===== config.mk =====
export PLATFORM = sky130hd
export DESIGN_NAME = running_mean_variance_stddev_unit
export DESIGN_NICKNAME = d
export VERILOG_FILES = /design/src/hw/rtl/rmvs_pkg.sv /design/src/hw/rtl/running_mean_variance_stddev_unit.sv /design/src/hw/rtl/rmvs_mul.sv /design/src/hw/rtl/rmvs_csub.sv
export SDC_FILE = /design/constraint.sdc
export NUM_CORES = 2
export LEC_CHECK = 0
export CORE_MARGIN = 1.5
export CORE_UTILIZATION = 60
export DETAILED_ROUTE_END_ITERATION = 12
export DONT_BUFFER_PORTS = 1
export PLACE_DENSITY = 0.81
export SYNTH_ARGS = -nofsm -noshare
export SYNTH_HDL_FRONTEND = slang
export SYNTH_SLANG_ARGS = --single-unit

===== constraint.sdc =====
create_clock -name clk_i -period 15.43 [get_ports clk_i]
set_input_delay 1.543 -clock clk_i [delete_from_list [all_inputs] [get_ports clk_i]]
set_output_delay 1.543 -clock clk_i [all_outputs]
set_load 0.1 [all_outputs]

===== src/hw/rtl/rmvs_pkg.sv =====
// shared constants and types of the running mean, variance and deviation unit
`default_nettype none

package rmvs_pkg;

  // count saturates at 2^MaxCountBits - 1
  localparam int unsigned MaxCountBits = 16;
  localparam int unsigned CntW = 16;
  localparam logic [CntW-1:0] CountCap = CntW'((32'd1 << MaxCountBits) - 32'd1);

  localparam int unsigned SampleW = 24;
  localparam int unsigned SumW    = 40;
  localparam int unsigned SqW     = 64;
  localparam int unsigned MeanW   = 23;
  localparam int unsigned VarW    = 46;
  localparam int unsigned StdW    = 23;
  localparam int unsigned RootW   = 27;
  localparam int unsigned AccW    = 81;
  localparam int unsigned RemW    = 40;
  localparam int unsigned MulW    = 24;
  localparam int unsigned ProdW   = 2 * MulW;
  localparam int unsigned CsW     = 42;
  localparam int unsigned OutDataW = 96;
  localparam int unsigned OutUserW = 2;
  localparam int unsigned StepW   = 6;

  // last step index of each sequencer phase
  localparam logic [StepW-1:0] MulALast = StepW'(5);
  localparam logic [StepW-1:0] MulBLast = StepW'(7);
  localparam logic [StepW-1:0] MulNLast = StepW'(1);
  localparam logic [StepW-1:0] DivVLast = StepW'(VarW - 1);
  localparam logic [StepW-1:0] DivMLast = StepW'(MeanW - 1);
  localparam logic [StepW-1:0] SqrtLast = StepW'(RootW - 1);

  typedef enum logic [8:0] {
    StIdle = 9'b000000001,
    StSqr  = 9'b000000010,
    StMulA = 9'b000000100,
    StMulB = 9'b000001000,
    StMulN = 9'b000010000,
    StDivV = 9'b000100000,
    StDivM = 9'b001000000,
    StSqrt = 9'b010000000,
    StFin  = 9'b100000000
  } state_e;

endpackage

`default_nettype wire


===== src/hw/rtl/running_mean_variance_stddev_unit.sv =====
// top level: running mean, population variance and standard deviation
`default_nettype none

// A non-negative Q15.8 sample is accepted and squared on the shared
// multiplier, and in the StSqr state that follows the square is added to
// the sum of squares. A negative sample ends the set and starts the result
// sequence on the same multiplier and on one compare-subtract unit: count *
// sum of squares, sum * sum, count * count, the variance division (skipped
// when the difference is negative), the mean division and the square root,
// in that order, up to the result register (an empty set goes straight to
// it). The result waits in an output register, so the next set accumulates
// while it is pending; a following terminator finishes only once that
// register is free. The input is not ready during a sequence.
module running_mean_variance_stddev_unit (
  input  wire logic                           clk_i,
  input  wire logic                           rst_ni,
  input  wire logic                           s_axis_tvalid,
  output logic                                s_axis_tready,
  input  wire logic [rmvs_pkg::SampleW-1:0]   s_axis_tdata,  // [23:0] sample
  output logic                                m_axis_tvalid,
  input  wire logic                           m_axis_tready,
  // [22:0] mean, [68:23] variance, [91:69] std_dev, [95:92] zero
  output logic      [rmvs_pkg::OutDataW-1:0]  m_axis_tdata,
  output logic      [rmvs_pkg::OutUserW-1:0]  m_axis_tuser   // [0] empty_set, [1] count_overflow
);
  import rmvs_pkg::*;

  state_e            st_q, st_d;
  logic [StepW-1:0]  step_q, step_d;
  logic [CntW-1:0]   cnt_q;
  logic [SumW-1:0]   sum_q;
  logic [SqW-1:0]    sq_q;
  logic              ovf_q;
  logic              out_vld_q;

  logic [AccW-1:0]     acc_q;
  logic [RemW-1:0]     rem_q;
  logic [VarW-1:0]     quot_q;
  logic [SumW-1:0]     den_q;
  logic [MeanW-1:0]    mean_q;
  logic [VarW-1:0]     var_q;
  logic [RootW-1:0]    root_q;
  logic [StdW-1:0]     std_q;
  logic                empty_q;
  logic [OutDataW-1:0] out_data_q;
  logic [OutUserW-1:0] out_user_q;

  logic             in_fire;
  logic             out_fire;
  logic             cnt_full;
  logic             fin_go;
  logic [MulW-1:0]  mul_a, mul_b;
  logic [ProdW-1:0] mul_p;
  logic [6:0]       shamt;
  logic [AccW-1:0]  part;
  logic [CsW-1:0]   cs_a, cs_b, cs_diff;
  logic             cs_ge;
  logic [RemW-1:0]  step_rem;
  logic [VarW-1:0]  quot_nxt;

  assign s_axis_tready = (st_q == StIdle);
  assign in_fire       = s_axis_tvalid & s_axis_tready;
  assign out_fire      = m_axis_tvalid & m_axis_tready;
  assign cnt_full      = (cnt_q >= CountCap);
  assign fin_go        = (st_q == StFin) & ~out_vld_q;

  assign m_axis_tvalid = out_vld_q;
  assign m_axis_tdata  = out_data_q;
  assign m_axis_tuser  = out_user_q;

  // operand selection for the shared multiplier
  always_comb begin
    mul_a = '0;
    mul_b = '0;
    shamt = '0;
    case (st_q)
      StIdle: begin
        mul_a = {1'b0, s_axis_tdata[SampleW-2:0]};
        mul_b = {1'b0, s_axis_tdata[SampleW-2:0]};
      end
      StMulA: begin
        mul_a = MulW'(cnt_q);
        case (step_q[2:1])
          2'd0: begin
            mul_b = sq_q[23:0];
            shamt = 7'd0;
          end
          2'd1: begin
            mul_b = sq_q[47:24];
            shamt = 7'd24;
          end
          default: begin
            mul_b = MulW'(sq_q[63:48]);
            shamt = 7'd48;
          end
        endcase
      end
      StMulB: begin
        case (step_q[2:1])
          2'd0: begin
            mul_a = sum_q[23:0];
            mul_b = sum_q[23:0];
            shamt = 7'd0;
          end
          2'd1: begin
            mul_a = sum_q[23:0];
            mul_b = MulW'(sum_q[39:24]);
            shamt = 7'd24;
          end
          2'd2: begin
            mul_a = MulW'(sum_q[39:24]);
            mul_b = sum_q[23:0];
            shamt = 7'd24;
          end
          default: begin
            mul_a = MulW'(sum_q[39:24]);
            mul_b = MulW'(sum_q[39:24]);
            shamt = 7'd48;
          end
        endcase
      end
      StMulN: begin
        mul_a = MulW'(cnt_q);
        mul_b = MulW'(cnt_q);
      end
      default: begin
        mul_a = '0;
        mul_b = '0;
      end
    endcase
    part = AccW'(mul_p) << shamt;
  end

  // operand selection for the compare-subtract unit
  always_comb begin
    cs_a = '0;
    cs_b = '0;
    case (st_q)
      StDivV: begin
        cs_a = {1'b0, rem_q, quot_q[VarW-1]};
        cs_b = CsW'(den_q);
      end
      StDivM: begin
        cs_a = {1'b0, rem_q, quot_q[VarW-1]};
        cs_b = CsW'(cnt_q);
      end
      StSqrt: begin
        // remainder*4 + next two bits against root*4 + 1
        cs_a = {rem_q, acc_q[53:52]};
        cs_b = {13'b0, root_q, 2'b01};
      end
      default: begin
        cs_a = '0;
        cs_b = '0;
      end
    endcase
    step_rem = cs_ge ? cs_diff[RemW-1:0] : cs_a[RemW-1:0];
    quot_nxt = {quot_q[VarW-2:0], cs_ge};
  end

  rmvs_mul u_mul (
    .clk_i (clk_i),
    .a_i   (mul_a),
    .b_i   (mul_b),
    .p_o   (mul_p)
  );

  rmvs_csub u_csub (
    .a_i    (cs_a),
    .b_i    (cs_b),
    .ge_o   (cs_ge),
    .diff_o (cs_diff)
  );

  // sequencer
  always_comb begin
    st_d   = st_q;
    step_d = step_q + StepW'(1);
    case (st_q)
      StIdle: begin
        step_d = '0;
        if (in_fire) begin
          if (!s_axis_tdata[SampleW-1]) begin
            if (!cnt_full) begin
              st_d = StSqr;
            end
          end else if (cnt_q == '0) begin
            st_d = StFin;
          end else begin
            st_d = StMulA;
          end
        end
      end
      StSqr: begin
        st_d = StIdle;
      end
      StMulA: begin
        if (step_q == MulALast) begin
          st_d   = StMulB;
          step_d = '0;
        end
      end
      StMulB: begin
        if (step_q == MulBLast) begin
          st_d   = StMulN;
          step_d = '0;
        end
      end
      StMulN: begin
        if (step_q == MulNLast) begin
          // a negative difference clamps the variance, skip its division
          st_d   = acc_q[AccW-1] ? StDivM : StDivV;
          step_d = '0;
        end
      end
      StDivV: begin
        if (step_q == DivVLast) begin
          st_d   = StDivM;
          step_d = '0;
        end
      end
      StDivM: begin
        if (step_q == DivMLast) begin
          st_d   = StSqrt;
          step_d = '0;
        end
      end
      StSqrt: begin
        if (step_q == SqrtLast) begin
          st_d   = StFin;
          step_d = '0;
        end
      end
      StFin: begin
        step_d = '0;
        if (!out_vld_q) begin
          st_d = StIdle;
        end
      end
      default: begin
        st_d   = StIdle;
        step_d = '0;
      end
    endcase
  end

  always_ff @(posedge clk_i or negedge rst_ni) begin
    if (!rst_ni) begin
      st_q      <= StIdle;
      step_q    <= '0;
      cnt_q     <= '0;
      sum_q     <= '0;
      sq_q      <= '0;
      ovf_q     <= 1'b0;
      out_vld_q <= 1'b0;
    end else begin
      st_q   <= st_d;
      step_q <= step_d;
      if (in_fire && !s_axis_tdata[SampleW-1]) begin
        if (cnt_full) begin
          ovf_q <= 1'b1;
        end else begin
          cnt_q <= cnt_q + CntW'(1);
          sum_q <= sum_q + SumW'(s_axis_tdata[SampleW-2:0]);
        end
      end
      if (st_q == StSqr) begin
        sq_q <= sq_q + SqW'(mul_p);
      end
      if (fin_go) begin
        cnt_q     <= '0;
        sum_q     <= '0;
        sq_q      <= '0;
        ovf_q     <= 1'b0;
        out_vld_q <= 1'b1;
      end else if (out_fire) begin
        out_vld_q <= 1'b0;
      end
    end
  end

  // datapath registers
  always_ff @(posedge clk_i) begin
    case (st_q)
      StIdle: begin
        if (in_fire && s_axis_tdata[SampleW-1]) begin
          acc_q   <= '0;
          empty_q <= (cnt_q == '0);
          mean_q  <= '0;
          var_q   <= '0;
          std_q   <= '0;
        end
      end
      StMulA: begin
        if (step_q[0]) begin
          acc_q <= acc_q + part;
        end
      end
      StMulB: begin
        if (step_q[0]) begin
          acc_q <= acc_q - part;
        end
      end
      StMulN: begin
        if (step_q[0]) begin
          den_q <= {mul_p[31:0], 8'b0};
          if (acc_q[AccW-1]) begin
            rem_q  <= {23'b0, sum_q[SumW-1:MeanW]};
            quot_q <= {sum_q[MeanW-1:0], 23'b0};
          end else begin
            // quotient fits 46 bits, so the top of the dividend seeds the remainder
            rem_q  <= RemW'(acc_q[AccW-2:VarW]);
            quot_q <= acc_q[VarW-1:0];
          end
        end
      end
      StDivV: begin
        if (step_q == DivVLast) begin
          var_q  <= quot_nxt;
          rem_q  <= {23'b0, sum_q[SumW-1:MeanW]};
          quot_q <= {sum_q[MeanW-1:0], 23'b0};
        end else begin
          rem_q  <= step_rem;
          quot_q <= quot_nxt;
        end
      end
      StDivM: begin
        quot_q <= quot_nxt;
        if (step_q == DivMLast) begin
          mean_q <= quot_nxt[MeanW-1:0];
          acc_q  <= {27'b0, var_q, 8'b0};
          rem_q  <= '0;
          root_q <= '0;
        end else begin
          rem_q  <= step_rem;
        end
      end
      StSqrt: begin
        rem_q  <= step_rem;
        root_q <= {root_q[RootW-2:0], cs_ge};
        acc_q  <= acc_q << 2;
        if (step_q == SqrtLast) begin
          std_q <= {root_q[StdW-2:0], cs_ge};
        end
      end
      StFin: begin
        if (!out_vld_q) begin
          out_data_q <= {4'b0, std_q, var_q, mean_q};
          out_user_q <= {ovf_q, empty_q};
        end
      end
      default: begin
      end
    endcase
  end

`ifndef SYNTHESIS
  a_cnt_cap: assert property (@(posedge clk_i) disable iff (!rst_ni)
    cnt_q <= CountCap)
    else $error("sample count above its cap");

  a_empty_zero: assert property (@(posedge clk_i) disable iff (!rst_ni)
    (m_axis_tvalid && m_axis_tuser[0]) |-> (m_axis_tdata == '0))
    else $error("empty set result carries nonzero data");

  a_root_bound: assert property (@(posedge clk_i) disable iff (!rst_ni)
    (m_axis_tvalid && !m_axis_tuser[0]) |->
      ((64'(m_axis_tdata[91:69]) * 64'(m_axis_tdata[91:69])) <=
       {10'b0, m_axis_tdata[68:23], 8'b0}))
    else $error("std_dev squared exceeds scaled variance");
`endif

endmodule

`default_nettype wire


===== src/hw/rtl/rmvs_mul.sv =====
// shared 24 x 24 multiplier with registered product
`default_nettype none

module rmvs_mul (
  input  wire logic                        clk_i,
  input  wire logic [rmvs_pkg::MulW-1:0]   a_i,
  input  wire logic [rmvs_pkg::MulW-1:0]   b_i,
  output logic      [rmvs_pkg::ProdW-1:0]  p_o
);
  import rmvs_pkg::*;

  logic [ProdW-1:0] p_q;

  always_ff @(posedge clk_i) begin
    p_q <= ProdW'(a_i) * ProdW'(b_i);
  end

  assign p_o = p_q;

endmodule

`default_nettype wire


===== src/hw/rtl/rmvs_csub.sv =====
// shared compare and subtract step for the divider and the square root
`default_nettype none

module rmvs_csub (
  input  wire logic [rmvs_pkg::CsW-1:0] a_i,
  input  wire logic [rmvs_pkg::CsW-1:0] b_i,
  output logic                          ge_o,
  output logic      [rmvs_pkg::CsW-1:0] diff_o
);
  import rmvs_pkg::*;

  logic [CsW:0] sub;

  always_comb begin
    sub    = {1'b0, a_i} - {1'b0, b_i};
    ge_o   = ~sub[CsW];
    diff_o = sub[CsW-1:0];
  end

endmodule

`default_nettype wire


==> metrics.txt <==
status finished clean; Post-Place Cells 7733; P per Cell Area 266 nW/um^2; number of buffers inserted by port buffering 0; setup total negative slack 0 ns; class of the tightest hold or removal check register to register; area share of the leading cell type in the synthesized netlist 0.209; main area contributors after synthesis sky130_fd_sc_hd__edfxtp_1, sky130_fd_sc_hd__fa_1, sky130_fd_sc_hd__ha_1; sum of net half-perimeters after detailed placement ~170 mm; overflow left after global routing 0; Initial Utilization 0.604; number of rows in the core area around 120; area inside the core boundary ~98000 sq um; initial antenna violation count 14; vias in the first global route around 51k; number of hold-repair buffers added at the cts stage 0; post-route worst hold slack 0.398 ns; Die Outline Area a little over 100000 sq um; fraction of registers with async set or reset after synthesis 0.229; Final WS setup slightly below 4 ns; remaining design rule violation count 0; cell area after synthesis 59300 sq um; number of enable flip-flop cells after synthesis 413; final core utilization 0.642; number of buffers created by CTS 66; top library cells by usage in the layout, fill and taps aside sky130_fd_sc_hd__nand2_1, sky130_fd_sc_hd__inv_1, sky130_fd_sc_hd__fa_1, sky130_fd_sc_hd__nor2_1, sky130_fd_sc_hd__a21oi_1; commonest register cell after synthesis sky130_fd_sc_hd__edfxtp_1; number of vias per cell 6.75; count of final hold-check violations 0; slowest library cell on the worst path sky130_fd_sc_hd__nor3_2; transition time of the tightest slew-check pin around 1.2 ns; Post-CTS Resized 0; leakage power summed over all cells about 28 nW; H-tree levels 3; final instance count without filler cells just under 8k; Reg clk slew, reported paths around 0.07 ns; final setup fails 0; clock root buffer sky130_fd_sc_hd__clkbuf_16; Power, Total about 17 mW; cell occurring most often along the worst timing path sky130_fd_sc_hd__fa_1; total number of vias about 53k; clock latency at the later pin of the worst-skew pair roughly 0.66 ns; Synth Warn # 0; Placer Congestion 1.08; syn avg cell area 8.90 sq um; io pins 128; minimum setup slack after placement ~4.2 ns; startpoint type of the worst setup path register; max frequency around 0.086 GHz; ratio of cells with drive above 1 in the final layout 0.0517; Max rail drop VDD between 0.3 and 0.4 mV; MaxCap Viol Count 0; Antenna Violating Nets Remaining 0; worst endpoint data arrival time roughly 12 ns; Worst Path Required 15.96 ns; DP Area 60800 sq um; wire length of the first global-routing pass ~330 mm; number of max-slew violations in the final report 0; Detailed Route Iter0 Violations approximately 7.3k; maximum number of pins on one net before global-route repair 138; endpoint kind of the worst setup timing path register; type of the worst setup path register to register; layout overhead on the synthesized area 6.21%; relative slew slack 0.197; TritonRoute pass-1 iters 7; Final Skew between 0.03 and 0.04 ns; final critical-path share of the clock period 0.751; post-layout minimum cycle time 11.59 ns; share of the yosys chip area belonging to registers 0.283; TritonCTS clock tree yes; wirelength, routed 226 mm; total non-filler cell area in the finished layout 63000 sq um; synth unique cells 96; net count of the finished layout between 7k and 8k; setup repair after global routing missed its margin no; clock buffer depth 3; cell type with the highest aggregate area in the netlist sky130_fd_sc_hd__edfxtp_1; die width between 300 and 400 microns; synthesis-stage register bit count about 600; total routing resource utilization after global routing 0.448; number of setup buffers added after CTS 0; peak fanout along the critical path between 60 and 70; die boundary height 317 microns; slowest stage delay, CP around 0.90 ns; average detailed-routed wire length per instance between 20 and 30 microns; number of standard cells after synthesis approximately 6.7k; clock tree sinks between 500 and 600; leading cell type in the layout, fill and taps excluded sky130_fd_sc_hd__nand2_1
critical path: cells and delay by family (launching register included):
| family | cells | cell delay (ns) |
|---|---|---|
| simple gates | 4 | 1.81 |
| xor+xnor | 1 | 0.17 |
| fa+ha+maj | 8 | 3.49 |
| compound gates | 11 | 4.45 |
| buf+inv | 5 | 0.97 |
| flops | 1 | 0.46 |
synth_stat cells, drive strengths merged, types with 30 or more instances:
cell type / count
fa: 486
nor2: 473
a31oi: 56
dfrtp: 136
xnor2: 163
nor2b: 33
a221o: 36
o21bai: 38
a21oi: 420
o21ai: 368
o21a: 39
buf: 50
and2: 154
mux2i: 107
nand2: 852
nand3: 136
clkbuf: 333
xor2: 141
nand4: 61
o31ai: 36
a22o: 80
edfxtp: 413
a222oi: 30
inv: 730
a221oi: 33
a22oi: 94
nor3: 89
and3: 42
a21o: 141
o22ai: 39
dfxtp: 48
nand2b: 42
ha: 377
or3: 50
sequential cells by signal, indices dropped and copies added (netlist names):
| signal | count |
|---|---|
| step_q | 6 |
| empty_q | 1 |
| var_q | 46 |
| st_q | 9 |
| quot_q | 46 |
| m_axis_tdata | 92 |
| rem_q | 40 |
| m_axis_tuser | 2 |
| u_mul.p_o | 48 |
| mean_q | 23 |
| m_axis_tvalid | 1 |
| cnt_q | 16 |
| root_q | 27 |
| sum_q | 40 |
| sq_q | 64 |
| std_q | 23 |
| acc_q | 81 |
| ovf_q | 1 |
| den_q | 32 |
layout make-up:
class | instances | area [sq um]
diodes | 11 | 27.5
clock buffers | 84 | 1790
clock inverters | 29 | 364
fillers | 8140 | 35200
inverters | 731 | 2750
multi-input cells | 4951 | 38400
flip-flops and latches | 598 | 16800
well taps | 1287 | 1610
repair buffers | 166 | 1250
report_power, final:
part | internal [mW] | leakage (nW) | switching, mW
registers | 2.28 | 5.96 | 0.542
logic | 4.45 | 20.6 | 7.88
clock network | 0.916 | 1.05 | 0.701
final timing paths:
check | slack [ns] | cells past startpoint | end | from
max in group asynchronous | 14.41 | 0 | sum_q[3] | rst_ni
worst max-delay path | 3.84 | 29 | u_mul.p_o[43] | st_q[8]
worst min-delay path | 0.40 | 0 | m_axis_tdata[89] | std_q[20]
min in group asynchronous | 0.63 | 0 | sum_q[33] | rst_ni
worst min register to register | 0.40 | 0 | m_axis_tdata[89] | std_q[20]
worst max register to register | 3.84 | 29 | u_mul.p_o[43] | st_q[8]
metal layers:
layer / share of wire / vias to the layer above / track usage
li1: - / 22769 / -
met1: 0.36 / 25603 / 0.566
met2: 0.42 / 3697 / 0.653
met3: 0.13 / 949 / 0.133
met4: 0.090 / 14 / 0.326
met5: 0.00043 / - / 0.00473
cells by family after synthesis:
family          count (synthesis)  synth area share
compound gates               1614             0.178
xor+xnor                      304            0.0450
fa+ha+maj                     863             0.244
buf+inv                      1114            0.0718
flops                         598             0.283
mux                           114            0.0194
other cells                     1         0.0000633
simple gates                 2052             0.159
(Power assumes the default switching activity.)
